[src/sem_pkg.sv]
// Shared types and helpers for the Sobel edge magnitude block.
// Used by the front end, the queue, the back end and the top level.
`timescale 1ns / 1ps
package sem_pkg;

  localparam int unsigned PixW   = 24;
  localparam int unsigned ChanW  = 8;
  localparam int unsigned GradW  = 11;
  localparam int unsigned SumW   = 22;
  localparam int unsigned WidthW = 11;
  localparam int unsigned HeightW = 12;
  localparam int unsigned RowW   = 13;
  // Largest sum of squares that still rounds below 256: 255*255 + 255
  localparam logic [SumW-1:0] SatLimit = 22'd65280;

  // Register indexes
  localparam logic RegWidth  = 1'b0;
  localparam logic RegHeight = 1'b1;

  // One masked 3x3 window plus its position flags
  typedef struct packed {
    logic [8:0][PixW-1:0] win;
    logic                 eol;
    logic                 eof;
  } sem_item_t;

  function automatic logic [ChanW-1:0] sem_chan(input logic [PixW-1:0] p, input int ch);
    logic [ChanW-1:0] v;
    v = p[PixW-1-ChanW*ch -: ChanW];
    return v;
  endfunction

  // Sobel X: -w0 + w2 - 2w3 + 2w5 - w6 + w8
  function automatic logic signed [GradW-1:0] sem_gx(input logic [8:0][PixW-1:0] w,
                                                     input int ch);
    logic signed [GradW-1:0] a;
    a = $signed({3'b0, sem_chan(w[2], ch)}) - $signed({3'b0, sem_chan(w[0], ch)})
      + $signed({2'b0, sem_chan(w[5], ch), 1'b0}) - $signed({2'b0, sem_chan(w[3], ch), 1'b0})
      + $signed({3'b0, sem_chan(w[8], ch)}) - $signed({3'b0, sem_chan(w[6], ch)});
    return a;
  endfunction

  // Sobel Y: -w0 - 2w1 - w2 + w6 + 2w7 + w8
  function automatic logic signed [GradW-1:0] sem_gy(input logic [8:0][PixW-1:0] w,
                                                     input int ch);
    logic signed [GradW-1:0] a;
    a = $signed({3'b0, sem_chan(w[6], ch)}) - $signed({3'b0, sem_chan(w[0], ch)})
      + $signed({2'b0, sem_chan(w[7], ch), 1'b0}) - $signed({2'b0, sem_chan(w[1], ch), 1'b0})
      + $signed({3'b0, sem_chan(w[8], ch)}) - $signed({3'b0, sem_chan(w[2], ch)});
    return a;
  endfunction

endpackage

[src/sem_back.sv]
// Back end: Sobel gradients, sum of squares, bit-serial rounded square root
// and the output register. Uses sem_pkg.
`timescale 1ns / 1ps
module sem_back import sem_pkg::*; (
  input  logic            clk_i,
  input  logic            rst_ni,
  input  logic            empty_i,
  input  sem_item_t       item_i,
  output logic            pop_o,
  output logic            valid_o,
  input  logic            ready_i,
  output logic [PixW-1:0] data_o,
  output logic            eol_o,
  output logic            eof_o
);

  localparam logic [1:0] BS_IDLE = 2'd0;
  localparam logic [1:0] BS_SQ   = 2'd1;
  localparam logic [1:0] BS_ROOT = 2'd2;
  localparam logic [1:0] BS_OUT  = 2'd3;

  logic [1:0]              state_q;
  logic [2:0]              bit_q;
  logic signed [GradW-1:0] gx_q [3];
  logic signed [GradW-1:0] gy_q [3];
  logic [SumW-1:0]         s_q [3];
  logic [ChanW-1:0]        r_q [3];
  logic                    eol_q, eof_q, valid_q;
  logic [PixW-1:0]         data_q;
  logic [ChanW-1:0]        trial [3];
  logic [ChanW-1:0]        mag [3];
  logic                    take;

  assign pop_o = (state_q == BS_IDLE) && !empty_i;
  assign take  = (state_q == BS_OUT) && (!valid_q || ready_i);

  // Trial bit and final rounding per channel
  always_comb begin
    for (int ch = 0; ch < 3; ch++) begin
      trial[ch] = r_q[ch] | ChanW'(8'd1 << bit_q);
      if (s_q[ch] > SatLimit) begin
        mag[ch] = 8'd255;
      end else if (s_q[ch] > SumW'({8'd0, r_q[ch]} * {8'd0, r_q[ch]} + {8'd0, r_q[ch]})) begin
        mag[ch] = r_q[ch] + 8'd1;
      end else begin
        mag[ch] = r_q[ch];
      end
    end
  end

  always_ff @(posedge clk_i or negedge rst_ni) begin
    if (!rst_ni) begin
      state_q <= BS_IDLE;
      valid_q <= 1'b0;
      bit_q   <= 3'd7;
    end else begin
      // Output register valid: set on a new result, cleared once taken
      if (take) begin
        valid_q <= 1'b1;
      end else if (ready_i) begin
        valid_q <= 1'b0;
      end
      unique case (state_q)
        BS_IDLE: if (pop_o) state_q <= BS_SQ;
        BS_SQ: begin
          bit_q   <= 3'd7;
          state_q <= BS_ROOT;
        end
        BS_ROOT: begin
          bit_q <= bit_q - 3'd1;
          if (bit_q == 3'd0) state_q <= BS_OUT;
        end
        BS_OUT: begin
          if (take) begin
            state_q <= BS_IDLE;
          end
        end
        default: state_q <= BS_IDLE;
      endcase
    end
  end

  // Datapath
  always_ff @(posedge clk_i) begin
    for (int ch = 0; ch < 3; ch++) begin
      if (pop_o) begin
        gx_q[ch] <= sem_gx(item_i.win, ch);
        gy_q[ch] <= sem_gy(item_i.win, ch);
      end
      if (state_q == BS_SQ) begin
        s_q[ch] <= SumW'(gx_q[ch]) * SumW'(gx_q[ch]) + SumW'(gy_q[ch]) * SumW'(gy_q[ch]);
        r_q[ch] <= '0;
      end
      if (state_q == BS_ROOT &&
          SumW'({8'd0, trial[ch]} * {8'd0, trial[ch]}) <= s_q[ch]) begin
        r_q[ch] <= trial[ch];
      end
    end
    if (pop_o) begin
      eol_q <= item_i.eol;
      eof_q <= item_i.eof;
    end
    if (take) begin
      // red in the top byte, as in the window
      data_q <= {mag[0], mag[1], mag[2]};
      eol_o  <= eol_q;
      eof_o  <= eof_q;
    end
  end

  assign valid_o = valid_q;
  assign data_o  = data_q;

endmodule

[config.mk]
export PLATFORM = sky130hd
export DESIGN_NAME = sem_back
export DESIGN_NICKNAME = d
export VERILOG_FILES = /design/src/sem_pkg.sv /design/src/sem_back.sv
export SDC_FILE = /design/constraint.sdc
export NUM_CORES = 2
export LEC_CHECK = 0
export ABC_CLOCK_PERIOD_IN_PS = 16300
export BUFFER_PORTS_ARGS = -buffer_cell sky130_fd_sc_hd__buf_4
export CAP_MARGIN = 10
export CORE_MARGIN = 2
export CORE_UTILIZATION = 46
export CTS_CLUSTER_DIAMETER = 60
export DETAILED_ROUTE_END_ITERATION = 8
export PLACE_DENSITY_LB_ADDON = 0.2
export SKIP_CTS_REPAIR_TIMING = 1
export SYNTH_ARGS = -nofsm -noshare
export SYNTH_HDL_FRONTEND = slang
export SYNTH_SLANG_ARGS = --single-unit
[constraint.sdc]
create_clock -name clk_i -period 16.3 [get_ports clk_i]
set_clock_uncertainty 0.05 [all_clocks]
set_input_delay 2.445 -clock clk_i [delete_from_list [all_inputs] [get_ports clk_i]]
set_output_delay 2.445 -clock clk_i [all_outputs]
set_load 0.01 [all_outputs]
==> results by group <==
Clock tree
  – CTS tree: yes
  – Root Driver: clkbuf_16
  – # H-tree levels: 4
  – Clk_lat worst skew: 510 ps
  – Clock sink total: 190
  – CTS Buf Count: 17
  – Worst-case clock buffer depth: 2
  – Worst-path clk slew: 80 ps

Synth
  – Cells after Synth: 5,485
  – Syn avg cell area: 9.56 um2
  – Complex-gate fraction of the synthesized area: 6.12%
  – Mux contribution to synthesized area: 0.165%
  – Largest family of logic cells by synthesized area: adder cells
  – Seq cells post-synth: 190
  – Simple-gate share of the synthesized area: 8.83%
  – Synth Area in Adders: 55.9%
  – Synth Warn #: 0
  – Synth cell types: 67
  – Post-synth EDFFs: 184
  – Synthesized area: 52,400 um2
  – Register area share after synthesis: 10.8%
  – Xor/xnor cell area share of the yosys netlist: 5.31%
  – Async S/R FF share, synth: 3.16%
  – Synth Flop Type: edfxtp_1

Outcome
  – Run status: finished, final reports clean

Drt
  – Remaining DRCs: 0
  – Routed len/inst: 15.1 um
  – Routed WL: 108,000 um
  – Total number of vias: 34,600
  – 1st-pass router iterations: 5
  – Vias per cell: 4.83
  – ANT nets after route: 0
  – Drt initial violations: 1,286

Cells and area
  – Share of layout cells above drive strength 1: 5.63%
  – Ant. Diodes: 0
  – Synth-to-layout area growth: 7.52%
  – # nets final: 7,600

Timing
  – Setup repair after global routing missed its margin: false
  – Setup TNS: 0 ps
  – Tmin final: 8380 ps
  – Max Slew Vio Count: 0
  – Max Fclk: 119 MHz
  – Setup violators final: 0
  – Slew at the pin with the worst max-slew slack: 1040 ps
  – Hold Fails Final Rpt: 0
  – Tcrit/Tclk final: 51.4%
  – Max-slew headroom: 30.9%

Die
  – Die Wd: 342 um
  – Die Y: 342 um
  – Row count: 123
  – I/O Pins: 250
  – Die Area: 117,000 um2
  – Starting Density: 46.5%
  – Core area: 113,000 um2

Setup path
  – CP max stage cell: a2bb2oi_1
  – Crit path capture type: flip-flop
  – Worst reg2reg path startpoint: bit_q[0]
  – Critical Path AT: 8480 ps
  – Worst setup SP type: flip-flop
  – Slowest stage delay, CP: 760 ps
  – R2R cell count: 25
  – Critical path required time: 16,400 ps
  – Setup Crit Path Kind: reg2reg
  – Crit Reg-Reg Endpoint: r_q[1][3]
  – Max FO, Critical Path: 11
  – FF-to-FF setup slack: 7920 ps

Hold path
  – Hold EP: eof_o
  – Path type of the worst min-delay path: reg2reg
  – Worst hold start: eof_q
  – Hold Crit Depth: 0

Placed design
  – Dpl hpwl: 95,400 um
  – Number of port buffers: 225
  – Routability cong.: 0.873

Global route
  – First-pass GRT wire length: 187,000 um
  – GRT Util Overall: 20.0%
  – Vias in the first global route: 37,800
  – Grt ovf: 0
  – Pin count of the biggest net entering global routing: 70
  – Antenna violations before repair: 1

Flow run
  – Max Cap Viol: 0
## cell type report
class / instances / area [um2]
Inverter: 1696 / 6370
Clock buffer: 18 / 429
Fill cell: 10700 / 56400
Clock inverter: 13 / 154
Tap cell: 1500 / 1880
Sequential cell: 190 / 5680
Multi-Input combinational cell: 3508 / 40100
Timing Repair Buffer: 240 / 1800
## worst max path at each step
stage / endpoint / depth (start not counted) / start
after floorplan: pop_o / 1 / empty_i
after detailed placement: r_q[1][5] / 25 / bit_q[0]
after CTS: r_q[1][3] / 25 / bit_q[0]
after global routing: r_q[1][3] / 25 / bit_q[0]
after global placement: r_q[1][0] / 25 / bit_q[0]
final: r_q[1][3] / 25 / bit_q[0]
## routing by layer
metal	vias to the layer above	track usage, %	wire, um
li1	16800	-	-
met1	17300	27.0	49100
met2	492	34.7	53500
met3	86	2.12	3480
met4	2	4.40	1940
met5	-	0	8
## placed cells by master, fill, tap and decap left out, types with 73 or more instances in the layout
cell / n
inv_1: 1696
and2_1: 158
fa_1: 1031
edfxtp_1: 184
xor2_1: 90
nand2_1: 290
xnor2_1: 228
nor2b_1: 77
a21o_1: 99
ha_1: 693
buf_4: 240
nor2_1: 211
a21oi_1: 213
o21ai_0: 73
## stage by stage
stage                     worst slack [ps]  hold slack (ps)  std cells  util (%)  area (um2)
after global routing                  7460              380       7165      50.0       56400
after floorplan                       8190              350       5486         -       52400
final                                 7920              376       7165      50.0       56400
after detailed placement              7910              358       7134      49.5       55800
after global placement                8030              350       7134      49.5       55800
after CTS                             7870              377       7165      50.0       56400
## critical path, delay by kind of cell (launching register included)
family | cells | cell delay (ps)
buf+inv | 4 | 240
fa+ha+maj | 7 | 3000
xor+xnor | 1 | 140
flops | 1 | 570
compound gates | 6 | 1700
simple gates | 7 | 2300
## registers in the layout (all words and copies together), names as in the netlist, 2 cells and up
register	flops
data_o	24
state_q	2
s_q	66
r_q	24
bit_q	3
gx_q	33
gy_q	33
## kinds of logic (layout without fill, tap and decap cells)
logic type,after synthesis,count (layout)
multiplexers,8,8
flip-flops,190,190
XOR/XNOR,318,318
buffers and inverters,1788,1967
AND/OR/NAND/NOR,942,942
adder cells (fa/ha/maj),1725,1725
AO/OA/AOI/OAI,513,513
other,1,2
## synth_stat cells (4+ instances only)
master,count,share of area [%]
nor2_1,211,1.5
mux2_2,5,0.11
a21o_1,99,1.4
nor2b_1,78,0.93
nor4_1,10,0.12
nand2b_1,38,0.45
nand4b_1,4,0.067
inv_1,1696,12
and2_1,159,1.9
o31ai_1,6,0.086
clkbuf_1,89,0.64
a31oi_1,9,0.11
ha_1,694,17
fa_1,1031,39
o211ai_1,5,0.072
o21a_1,18,0.26
nor3b_1,4,0.057
and3_1,10,0.12
xor2_1,90,1.5
nand2_1,290,2.1
and4_1,6,0.10
o21ai_0,73,0.70
o21bai_1,39,0.56
xnor2_1,228,3.8
edfxtp_1,184,11
nand3_1,26,0.25
a211oi_1,11,0.16
or4_1,4,0.057
nand4_1,24,0.29
nor3_1,28,0.27
a21oi_1,213,2.0
or2_2,28,0.33
nand3b_1,7,0.10
or3_1,10,0.12
a211o_1,4,0.067
Power is left out: the tool's default activity adds up to more than one toggle a clock period on the data nets, which glitch-free logic cannot reach.
