**config.mk**
```make
export PLATFORM = sky130hd
export DESIGN_NAME = sem_fifo
export DESIGN_NICKNAME = d
export VERILOG_FILES = /design/src/sem_pkg.sv /design/src/sem_fifo.sv
export SDC_FILE = /design/constraint.sdc
export NUM_CORES = 1
export LEC_CHECK = 0
export ABC_CLOCK_PERIOD_IN_PS = 11000
export BUFFER_PORTS_ARGS = -buffer_cell sky130_fd_sc_hd__buf_4
export CORE_UTILIZATION = 35
export CTS_BUF_LIST = sky130_fd_sc_hd__clkbuf_4 sky130_fd_sc_hd__clkbuf_8
export DETAILED_ROUTE_END_ITERATION = 8
export SLEW_MARGIN = 10
export SYNTH_ARGS = -nofsm -noshare
export SYNTH_HDL_FRONTEND = slang
export SYNTH_SLANG_ARGS = --single-unit
```
**constraint.sdc**
```tcl
create_clock -name clk_i -period 11 [get_ports clk_i]
set_input_delay 0.55 -clock clk_i [delete_from_list [all_inputs] [get_ports clk_i]]
set_output_delay 0.55 -clock clk_i [all_outputs]
set_load 0.05 [all_outputs]
```
**src/sem_pkg.sv**
```systemverilog
// Shared types and helpers for the Sobel edge magnitude block.
// Used by the front end, the queue, the back end and the top level.
`timescale 1ns / 1ps
package sem_pkg;

  localparam int unsigned PixW   = 24;
  localparam int unsigned ChanW  = 8;
  localparam int unsigned GradW  = 11;
  localparam int unsigned SumW   = 22;
  localparam int unsigned WidthW = 11;
  localparam int unsigned HeightW = 12;
  localparam int unsigned RowW   = 13;
  // Largest sum of squares that still rounds below 256: 255*255 + 255
  localparam logic [SumW-1:0] SatLimit = 22'd65280;

  // Register indexes
  localparam logic RegWidth  = 1'b0;
  localparam logic RegHeight = 1'b1;

  // One masked 3x3 window plus its position flags
  typedef struct packed {
    logic [8:0][PixW-1:0] win;
    logic                 eol;
    logic                 eof;
  } sem_item_t;

  function automatic logic [ChanW-1:0] sem_chan(input logic [PixW-1:0] p, input int ch);
    logic [ChanW-1:0] v;
    v = p[PixW-1-ChanW*ch -: ChanW];
    return v;
  endfunction

  // Sobel X: -w0 + w2 - 2w3 + 2w5 - w6 + w8
  function automatic logic signed [GradW-1:0] sem_gx(input logic [8:0][PixW-1:0] w,
                                                     input int ch);
    logic signed [GradW-1:0] a;
    a = $signed({3'b0, sem_chan(w[2], ch)}) - $signed({3'b0, sem_chan(w[0], ch)})
      + $signed({2'b0, sem_chan(w[5], ch), 1'b0}) - $signed({2'b0, sem_chan(w[3], ch), 1'b0})
      + $signed({3'b0, sem_chan(w[8], ch)}) - $signed({3'b0, sem_chan(w[6], ch)});
    return a;
  endfunction

  // Sobel Y: -w0 - 2w1 - w2 + w6 + 2w7 + w8
  function automatic logic signed [GradW-1:0] sem_gy(input logic [8:0][PixW-1:0] w,
                                                     input int ch);
    logic signed [GradW-1:0] a;
    a = $signed({3'b0, sem_chan(w[6], ch)}) - $signed({3'b0, sem_chan(w[0], ch)})
      + $signed({2'b0, sem_chan(w[7], ch), 1'b0}) - $signed({2'b0, sem_chan(w[1], ch), 1'b0})
      + $signed({3'b0, sem_chan(w[8], ch)}) - $signed({3'b0, sem_chan(w[2], ch)});
    return a;
  endfunction

endpackage

```
**src/sem_fifo.sv**
```systemverilog
// Two-entry queue of windows between the front and back ends.
// Uses sem_pkg.
`timescale 1ns / 1ps
module sem_fifo import sem_pkg::*; (
  input  logic      clk_i,
  input  logic      rst_ni,
  input  logic      push_i,
  input  sem_item_t item_i,
  output logic      full_o,
  input  logic      pop_i,
  output logic      empty_o,
  output sem_item_t item_o
);

  sem_item_t  mem_q [2];
  logic       wr_q, rd_q;
  logic [1:0] cnt_q;

  assign full_o  = cnt_q == 2'd2;
  assign empty_o = cnt_q == 2'd0;
  assign item_o  = mem_q[rd_q];

  always_ff @(posedge clk_i or negedge rst_ni) begin
    if (!rst_ni) begin
      wr_q  <= 1'b0;
      rd_q  <= 1'b0;
      cnt_q <= 2'd0;
    end else begin
      if (push_i) begin
        wr_q <= ~wr_q;
      end
      if (pop_i) begin
        rd_q <= ~rd_q;
      end
      cnt_q <= cnt_q + {1'b0, push_i} - {1'b0, pop_i};
    end
  end

  always_ff @(posedge clk_i) begin
    if (push_i) begin
      mem_q[wr_q] <= item_i;
    end
  end

endmodule

```
==> results of run 1 <==
-- per-layer routing --
metal  global-route usage  vias to the layer above  wire length, um  part of all wire
li1                     -                     3782                -                 -
met1                0.165                     4043            13600              0.38
met2                0.243                      349            17600              0.49
met3               0.0646                       69             3340             0.094
met4               0.0792                        0             1110             0.031
met5                    0                        -                0                 0
-- worst max-delay path by stage --
stage | slack (ns) | startpoint | to | cells after the start
final | 6.91 | rd_q | item_o[103] | 4
after global routing | 6.65 | rd_q | item_o[0] | 4
after CTS | 6.79 | rd_q | item_o[103] | 4
after detailed placement | 7.52 | rd_q | item_o[103] | 4
after global placement | 7.54 | rd_q | item_o[103] | 4
after floorplan | 0.16 | wr_q | mem_q[0][0] | 1
-- power groups by stage --
stage / clock network, W / logic [W] / registers, W
5_1_grt: 0.00153 / 0.00280 / 0.00237
4_1_cts: 0.00146 / 0.00273 / 0.00234
3_5_place_dp: 0 / 0.00272 / 0.00238
2_1_floorplan: 0 / 0.00203 / 0.00241
6_report: 0.00140 / 0.00270 / 0.00234
3_3_place_gp: 0 / 0.00271 / 0.00236
-- Yosys cell counts (all sizes together) --
| master | n |
|---|---|
| mux2 | 218 |
| xor2 | 2 |
| nor2 | 1 |
| inv | 2 |
| and2 | 1 |
| edfxtp | 436 |
| xor3 | 1 |
| dfrtp | 4 |
| nor2b | 2 |
| ha | 2 |
| buf | 24 |
-- worst reg2reg max path: stages, from the launching register on --
cell and delay [ns]:
dfrtp_1 0.43, and2_4 0.64, buf_4 0.75, buf_4 0.83
-- cell families (layout without fill, tap and decap cells) --
group	after synthesis	count (layout)	share of synthesized area
and+or+nand+nor	4	4	0.00141
adders and majority gates	2	2	0.00156
buffers and inverters	26	581	0.0171
DFF	440	440	0.824
xor gates and xnor gates	3	3	0.00258
other	0	1	0
muxes	218	218	0.153
-- layout make-up --
cell class                 instances  area [um^2]
antenna                            1         2.50
sequential                       440        13200
tap                              600          751
multi-input combinational        227         2550
clock inverter                    25          166
timing repair buffer             450         3390
clock buffer                     104         1260
fill                            3978        24000
inverter                           2         7.51
-- flip-flops by register name (all words and copies together), names as in the netlist --
signal	flops
rd_q	1
cnt_q	2
wr_q	1
mem_q	436
-- through the flow --
step,instance area (um^2),util
2_1_floorplan,16000,-
3_3_place_gp,19900,0.439
3_5_place_dp,19900,0.439
4_1_cts,21300,0.471
5_1_grt,21300,0.471
6_report,21300,0.471
-- what timing repair did --
| item | 4_1_cts | 5_1_grt |
|---|---|---|
| setup buffers | 0 | 0 |
| endpoints found under the hold margin | 4 | 0 |
| hold buffers | 1 | 0 |
-- placed cells by master (no fill, tap or decap) --
cell type / synthesis / final
clkinv_4: 0 / 1
buf_12: 0 / 1
dfrtp_1: 4 / 3
xor2_1: 2 / 2
dlygate4sd3_1: 0 / 1
buf_4: 1 / 448
mux2_2: 218 / 218
nor2b_1: 2 / 1
ha_1: 2 / 2
and2_4: 0 / 1
nor2_1: 1 / 1
bufinv_16: 0 / 2
clkinv_2: 0 / 6
dfrtp_4: 0 / 1
clkbuf_4: 0 / 27
clkinv_1: 0 / 14
inv_1: 2 / 2
nor2b_4: 0 / 1
edfxtp_1: 436 / 436
diode_2: 0 / 1
clkbuf_8: 0 / 77
xor3_1: 1 / 1
clkinvlp_4: 0 / 2
==> metrics.txt, run 1 <==
count of distinct cell types in the synthesized netlist 12; clk buf depth 3; power after layout 0.00643 W; average wire length per cell after detail routing 19.3 um; max capacitance violation total 0; share of synthesized area occupied by flip-flops and latches 0.824; Gates resized, CTS repair 0; Worst path max stage delay 0.82 ns; shortest period the worst path allows 4.09 ns; number of routed nets with antenna violations 0; worst slack on hold paths 0.104 ns; worst flop-to-flop path endpoint mem_q[1][179]; startpoint class of the critical path flip-flop; path class of the lowest-slack min-delay path input pin to flip-flop; clock latency of the later-clocked register in the worst-skew pair 0.62 ns; number of antenna violations at the first check in global routing 1; die footprint 46600 um^2; # setup viols final 0; H-tree Lvls 3; count of unresolved DRC violations after routing 0; Starting Density 0.354; number of standard cells after synthesis 693; Sw Ratio 0.398; leakage power 7.98 nW; clock sink count 440; post-synthesis to final-layout area growth 33.2%; final number of hold-violating endpoints 0; first-pass GRT wire length 51800 um; power share of the clock group 0.218; cell-by-cell listing of the critical path buf_4 -> buf_4 -> mux2_2 -> buf_4; sequential power share 0.363; largest net degree at the start of global routing 151; post-synth net total 917; Core Box Area 45300 um^2; cells taking the most area after synthesis edfxtp_1 82%, mux2_2 15%, buf_6 1.6%; worst path bufs/invs 3; beginning of the worst register-to-register path wr_q; Max Freq 0.245 GHz; slew at the pin with the worst max-slew slack 0.985 ns; detailed-route via count 8243; drt pass-1 iters 4; mean instance size in the synthesized netlist 23.1 um^2; arrival time reported for the critical path endpoint 3.54 ns; switching power total 0.00256 W; fraction of power consumed by combinational cells 0.419; setup TNS 0 ns; worst setup slack after layout 6.91 ns; Power Density 302 nW/um^2; cell mode on critical path buf_4; Final GP Congestion 0.778; worst-path maximum fanout 68; Max rail drop VDD 327 uV; beginning of the worst hold path item_i[63]; DRC marker count from the first detailed-route iteration 471; vertical extent of the die 216 um; worst-case register-to-register setup slack 7.91 ns; Die Wd 216 um; TritonCTS clock tree done; overall routed net length 35600 um; Worst Hold Depth 1; fraction of layout instances using a drive strength above 1 0.629; GR Util All Layers 0.149; number of warnings reported in the yosys synthesis log 0; kind of capture point of the worst setup path output port; io pins 442; count of cells along the worst register-to-register path 3; count of input and output buffers 441; crit share post-route 0.372; worst-case clock skew 0.0143 ns; count of non-filler cells in the finished layout 1849; number of global-route vias before repair 9074; Min-Delay Endpoint mem_q[0][63]; FF+latch count, synth 440; netlist area before placement 16000 um^2; Yosys top cell by area edfxtp_1; detail-routed via count per cell 4.46; Rel. slew slack 0.343; Final Net Count 1417; Worst-path clk slew 0.06 ns; detailed placement HPWL 23400 um; internal portion of total power 0.00388 W; number of cell rows 78; Setup WS pre-CTS 7.52 ns; root buffer cell clkbuf_8; area share of the leading cell type in the synthesized netlist 0.818; TritonCTS buffer count 72; Req. time, crit path 10.45 ns; dominant delay contributor by cell family on the critical path buffers and inverters; setup repair after global routing missed its margin false; outcome completed; Inst Count DP 1718; cell type of the slowest stage on the worst timing path dfrtp_4; start-to-end type of the worst setup path flip-flop to output port; total count of max-transition violations in the final report 0; Overflow after GRT 0
No activity file was read; power rests on OpenSTA's default activity.
==> run 2: changes to the inputs <==
--- a/config.mk
+++ b/config.mk
@@ -5,7 +5,8 @@
 export SDC_FILE = /design/constraint.sdc
 export NUM_CORES = 1
 export LEC_CHECK = 0
-export ABC_CLOCK_PERIOD_IN_PS = 11000
+export ABC_AREA = 1
+export ABC_CLOCK_PERIOD_IN_PS = 3450
 export BUFFER_PORTS_ARGS = -buffer_cell sky130_fd_sc_hd__buf_4
 export CORE_UTILIZATION = 35
 export CTS_BUF_LIST = sky130_fd_sc_hd__clkbuf_4 sky130_fd_sc_hd__clkbuf_8
==> constraint.sdc (replaced) <==
create_clock -name clk_i -period 3.45 [get_ports clk_i]
set_input_delay 0.1725 -clock clk_i [delete_from_list [all_inputs] [get_ports clk_i]]
set_output_delay 0.1725 -clock clk_i [all_outputs]
set_load 0.05 [all_outputs]
==> metrics.txt, run 2 <==
outcome completed; root buffer cell clkbuf_8; Inst Count DP 2193; Power Density 929 nW/um^2; finished layout cell area 24500 um^2; worst-path maximum fanout 95; Worst path max stage delay 0.89 ns; cell-by-cell listing of the critical path buf_12 -> nand2_1 -> o21ai_1 -> buf_4; count of non-filler cells in the finished layout 2548; Primary FF master, synth edfxtp_1; registers with the most flip-flops mem_q: 436 flops, cnt_q: 2 flops; die footprint 49300 um^2; final number of hold-violating endpoints 0; count of distinct cell types in the synthesized netlist 14; DRC marker count from the first detailed-route iteration 474; # Post-CTS Setup Buffers 0; leading cell types in the layout, fill and taps excluded 455 x buf_4, 436 x edfxtp_1, 224 x inv_1, 223 x nand2_1, 222 x dlygate4sd3_1; # hold bufs at CTS 222; average wire length per cell after detail routing 15.5 um; Req. time, crit path 3.28 ns; post-detailed-placement cell area 20800 um^2; total count of max-transition violations in the final report 0; setup TNS 0 ns; flip-flop count of the largest register, all copies and words added 436; arrival time reported for the critical path endpoint 2.51 ns; Gates resized, CTS repair 0; clock latency of the later-clocked register in the worst-skew pair 0.64 ns; path class of the lowest-slack min-delay path input pin to flip-flop; cells taking the most area after synthesis edfxtp_1 77%, o21ai_2 6.2%, inv_1 5.0%; Worst-path clk slew 0.06 ns; cell type of the slowest stage on the worst timing path dfrtp_4; TritonCTS buffer count 76; overall routed net length 39600 um; Final Net Count 2102; drt pass-1 iters 4; fraction of layout instances using a drive strength above 1 0.363; count of input and output buffers 441; detailed placement HPWL 25000 um; setup repair after global routing missed its margin false; Core Box Area 47700 um^2; first-pass GRT wire length 61100 um; detailed-route via count 11067; number of cell rows 80; fill count 4030; leakage power 10.3 nW; shortest period the worst path allows 2.68 ns; mean instance size in the synthesized netlist 14.6 um^2; area share of the leading cell type in the synthesized netlist 0.772; number of standard cells after synthesis 1164; clk buf depth 3; post-synth net total 1388; number of warnings reported in the yosys synthesis log 0; TritonCTS clock tree done; number of global-route vias before repair 11200; startpoint class of the critical path flip-flop; most frequent standard cell in the layout excluding fill and tap cells buf_4; share of synthesized area occupied by flip-flops and latches 0.778; Rel. slew slack 0.314; Die Wd 222 um; worst slack on hold paths 0.255 ns; vertical extent of the die 222 um; io pins 442; number of routed nets with antenna violations 0; Max rail drop VDD 543 uV; kind of capture point of the worst setup path output port; Yosys top cell by area edfxtp_1; Max Freq 0.373 GHz; Final GP Congestion 0.739; number of antenna violations at the first check in global routing 3; dominant delay contributor by cell family on the critical path flip-flops; FF+latch count, synth 440; Overflow after GRT 0; worst path bufs/invs 2; max capacitance violation total 0; Starting Density 0.355; Most flops, register mem_q; crit share post-route 0.776; largest net degree at the start of global routing 96; worst-case clock skew 0.0163 ns; H-tree Lvls 3; list of most frequent post-synthesis cells 436 x edfxtp_1, 225 x inv_1, 224 x nand2_1; start-to-end type of the worst setup path flip-flop to output port; detail-routed via count per cell 4.34; count of unresolved DRC violations after routing 0; most frequent cell after synthesis edfxtp_1; number of enable flip-flop cells after synthesis 436; netlist area before placement 16900 um^2; post-synthesis to final-layout area growth 44.6%; # setup viols final 0; slew at the pin with the worst max-slew slack 1.03 ns; share of async-settable or async-resettable flops after synthesis 0.00909; clock sink count 440; final core utilization 0.513; GR Util All Layers 0.160
[run 2: cell count changes in the layout (fill, tap and decap cells not counted), moves of 3 or more]
| cell | previous run | this run |
|---|---|---|
| o21ai_2 | 0 | 120 |
| inv_1 | 2 | 224 |
| buf_12 | 1 | 8 |
| clkinv_1 | 14 | 17 |
| dlygate4sd3_1 | 1 | 222 |
| o21ai_1 | 0 | 92 |
| o21ai_0 | 0 | 6 |
| nand2_1 | 0 | 223 |
| buf_4 | 448 | 455 |
| clkinv_2 | 6 | 0 |
| inv_6 | 0 | 3 |
| mux2_2 | 218 | 0 |
[run 2: worst paths after layout]
| path | startpoint | endpoint | slack [ns] | cells after the start |
|---|---|---|---|---|
| setup / recovery | rd_q | item_o[15] | 0.77 | 4 |
| hold / removal | item_i[216] | mem_q[0][216] | 0.26 | 2 |
| setup reg to reg | wr_q | mem_q[1][93] | 0.85 | 4 |
| hold reg to reg | wr_q | wr_q | 0.57 | 1 |
| max in group asynchronous | rst_ni | rd_q | 2.76 | 3 |
| min in group asynchronous | rst_ni | cnt_q[0] | 0.48 | 3 |
[run 2: where the power goes]
group / switching [W] / internal [W]
Clock: 0.00206 / 0.00243
Combinational: 0.00788 / 0.00297
Sequential: 0.000336 / 0.00710
[run 2: kinds of logic after synthesis]
group / synth area share
compound gates: 0.0909
buf+inv: 0.0776
flops: 0.778
xor+xnor: 0.00103
fa+ha+maj: 0.00148
simple gates: 0.0506
[run 2: worst register-to-register path, cell delays in order (launching register included)]
cell        delay, ns
dfrtp_1          0.43
nand2_2          0.09
clkinvlp_4       0.08
buf_4            0.73
buf_4            0.82
[run 2: per-stage QoR]
step	setup slack [ns]	power, W
3_5_place_dp	0.877	0.0183
4_1_cts	0.661	0.0230
6_report	0.772	0.0228
5_1_grt	0.551	0.0238
3_3_place_gp	0.864	0.0182
2_1_floorplan	-0.689	0.0153
[run 2: cell type report]
class | instances | area, um^2 | area share
Multi-Input combinational cell | 450 | 2450 | 0.100
Clock inverter | 25 | 146 | 0.00597
Antenna cell | 1 | 2.50 | 0.000102
Inverter | 225 | 848 | 0.0346
Timing Repair Buffer | 685 | 5800 | 0.237
Tap cell | 615 | 769 | 0.0314
Sequential cell | 440 | 13200 | 0.538
Clock buffer | 107 | 1300 | 0.0529
[run 2: metal layers]
metal | routed length [um] | global-route usage | vias to the layer above
li1 | - | - | 5413
met1 | 15700 | 0.181 | 5205
met2 | 19800 | 0.273 | 375
met3 | 3090 | 0.0624 | 70
met4 | 905 | 0.0578 | 4
met5 | 28 | 0 | -
==> run 3: changes to the inputs <==
--- a/config.mk
+++ b/config.mk
@@ -6,7 +6,7 @@
 export NUM_CORES = 1
 export LEC_CHECK = 0
 export ABC_AREA = 1
-export ABC_CLOCK_PERIOD_IN_PS = 3450
+export ABC_CLOCK_PERIOD_IN_PS = 2600
 export BUFFER_PORTS_ARGS = -buffer_cell sky130_fd_sc_hd__buf_4
 export CORE_UTILIZATION = 35
 export CTS_BUF_LIST = sky130_fd_sc_hd__clkbuf_4 sky130_fd_sc_hd__clkbuf_8
==> constraint.sdc (replaced) <==
create_clock -name clk_i -period 2.6 [get_ports clk_i]
set_input_delay 0.13 -clock clk_i [delete_from_list [all_inputs] [get_ports clk_i]]
set_output_delay 0.13 -clock clk_i [all_outputs]
set_load 0.05 [all_outputs]
==> metrics.txt, run 3 (synthesized netlist as in run 2, its figures left out) <==
cell-by-cell listing of the critical path buf_12 -> buf_4 -> nand2_1 -> o21ai_2 -> buf_4; cell type of the slowest stage on the worst timing path dfrtp_4; power after layout 0.0304 W; Overflow after GRT 0; arrival time reported for the critical path endpoint 2.27 ns; average wire length per cell after detail routing 15.7 um; sequential power share 0.321; Final GP Congestion 0.764; number of global-route vias before repair 11110; Core Box Area 47700 um^2; Worst path max stage delay 0.59 ns; io pins 442; Power Density 1240 nW/um^2; slew at the pin with the worst max-slew slack 0.680 ns; clock sink count 440; Most flops, register mem_q; startpoint class of the critical path flip-flop; Inst Count DP 2200; flip-flop count of the largest register, all copies and words added 436; fraction of power consumed by combinational cells 0.481; Starting Density 0.355; post-detailed-placement cell area 20900 um^2; cell mode on critical path buf_4; vertical extent of the die 222 um; detail-routed via count per cell 4.31; # setup viols final 0; detailed-route via count 10984; power share of the clock group 0.198; area occupied by multi-input gates 2450 um^2; die footprint 49300 um^2; H-tree Lvls 3; shortest period the worst path allows 2.40 ns; largest net degree at the start of global routing 105; count of unresolved DRC violations after routing 0; max capacitance violation total 0; worst-path maximum fanout 34; start-to-end type of the worst setup path flip-flop to output port; Max Freq 0.417 GHz; detailed placement HPWL 25900 um; path class of the lowest-slack min-delay path input pin to flip-flop; outcome completed; crit share post-route 0.921; post-synthesis to final-layout area growth 45.2%; final core utilization 0.515; Rel. slew slack 0.546; finished layout cell area 24600 um^2; clk buf depth 3; fraction of layout instances using a drive strength above 1 0.367; internal portion of total power 0.0168 W; Gates resized, CTS repair 0; overall routed net length 40000 um; switching power total 0.0136 W; clock latency of the later-clocked register in the worst-skew pair 0.65 ns; Max rail drop VDD 916 uV; setup repair after global routing missed its margin false; Req. time, crit path 2.47 ns; Worst-path clk slew 0.06 ns; leakage power 10.3 nW; GR Util All Layers 0.162; number of cell rows 80; DRC marker count from the first detailed-route iteration 505; number of routed nets with antenna violations 0; kind of capture point of the worst setup path output port; TritonCTS buffer count 74; number of antenna violations at the first check in global routing 2; TritonCTS clock tree done; root buffer cell clkbuf_8; count of non-filler cells in the finished layout 2550; Final Net Count 2108; drt pass-1 iters 4; final number of hold-violating endpoints 0; worst-case clock skew 0.0318 ns; fill count 4022; count of input and output buffers 441; footprint of the flip-flops and latches 13200 um^2; leading cell types in the layout, fill and taps excluded 458 x buf_4, 436 x edfxtp_1, 224 x inv_1, 223 x nand2_1, 222 x dlygate4sd3_1; Die Wd 222 um; total count of max-transition violations in the final report 0; Sw Ratio 0.447; first-pass GRT wire length 61200 um; registers with the most flip-flops mem_q: 436 flops, cnt_q: 2 flops; most frequent standard cell in the layout excluding fill and tap cells buf_4
-- run 3: metrics by stage --
step / TNS [ns] / hold WS, ns / setup WS (ns)
after floorplan: -658.20 / -0.166 / -1.54
after global placement: 0 / -0.0636 / 0.814
after detailed placement: 0 / -0.0625 / 0.802
after CTS: 0 / 0.124 / 0.0595
after global routing: 0 / 0.164 / 0.0825
final: 0 / 0.208 / 0.205
-- run 3: worst paths after layout --
path | start | end | slack, ns | depth (start not counted)
worst max register to register | wr_q | mem_q[1][93] | 0.94 | 3
max in group asynchronous | rst_ni | rd_q | 1.93 | 3
min in group asynchronous | rst_ni | rd_q | 0.46 | 3
worst min register to register | wr_q | wr_q | 0.56 | 1
worst min-delay path | item_i[172] | mem_q[0][172] | 0.21 | 2
worst max-delay path | rd_q | item_o[106] | 0.20 | 5
-- run 3: layout make-up --
type                    count  area share
repair buffers            693       0.240
clock buffers             100      0.0496
flip-flops and latches    440       0.536
clock inverters            25     0.00839
diodes                      2    0.000203
well taps                 615      0.0313
multi-input cells         450      0.0996
inverters                 225      0.0345
-- run 3: worst max-delay path: cells and delay by family, from the launching register on --
| kind | cells | cell delay, ns |
|---|---|---|
| flops | 1 | 0.59 |
| compound gates | 1 | 0.09 |
| simple gates | 1 | 0.12 |
| buf+inv | 3 | 0.77 |
-- run 3: power by group through the flow --
stage	clock network, W	logic, W	registers, W
2_1_floorplan	0	0.0103	0.00995
3_5_place_dp	0	0.0144	0.00994
3_3_place_gp	0	0.0144	0.00989
6_report	0.00603	0.0146	0.00976
4_1_cts	0.00626	0.0147	0.00980
5_1_grt	0.00653	0.0154	0.00988
-- run 3: per-layer routing --
metal / wire, um / up-vias / global-route usage / share of wire
li1: - / 5417 / - / -
met1: 15400 / 5116 / 0.183 / 0.39
met2: 20000 / 385 / 0.273 / 0.50
met3: 3570 / 66 / 0.0615 / 0.089
met4: 942 / 0 / 0.0668 / 0.024
met5: 0 / - / 0 / 0
-- run 3: what timing repair did --
item / in CTS / in global routing
setup endpoints to repair: 0 / 4
hold buffers: 222 / 0
hold endpoints to repair: 445 / 0
buffers inserted: 0 / 1
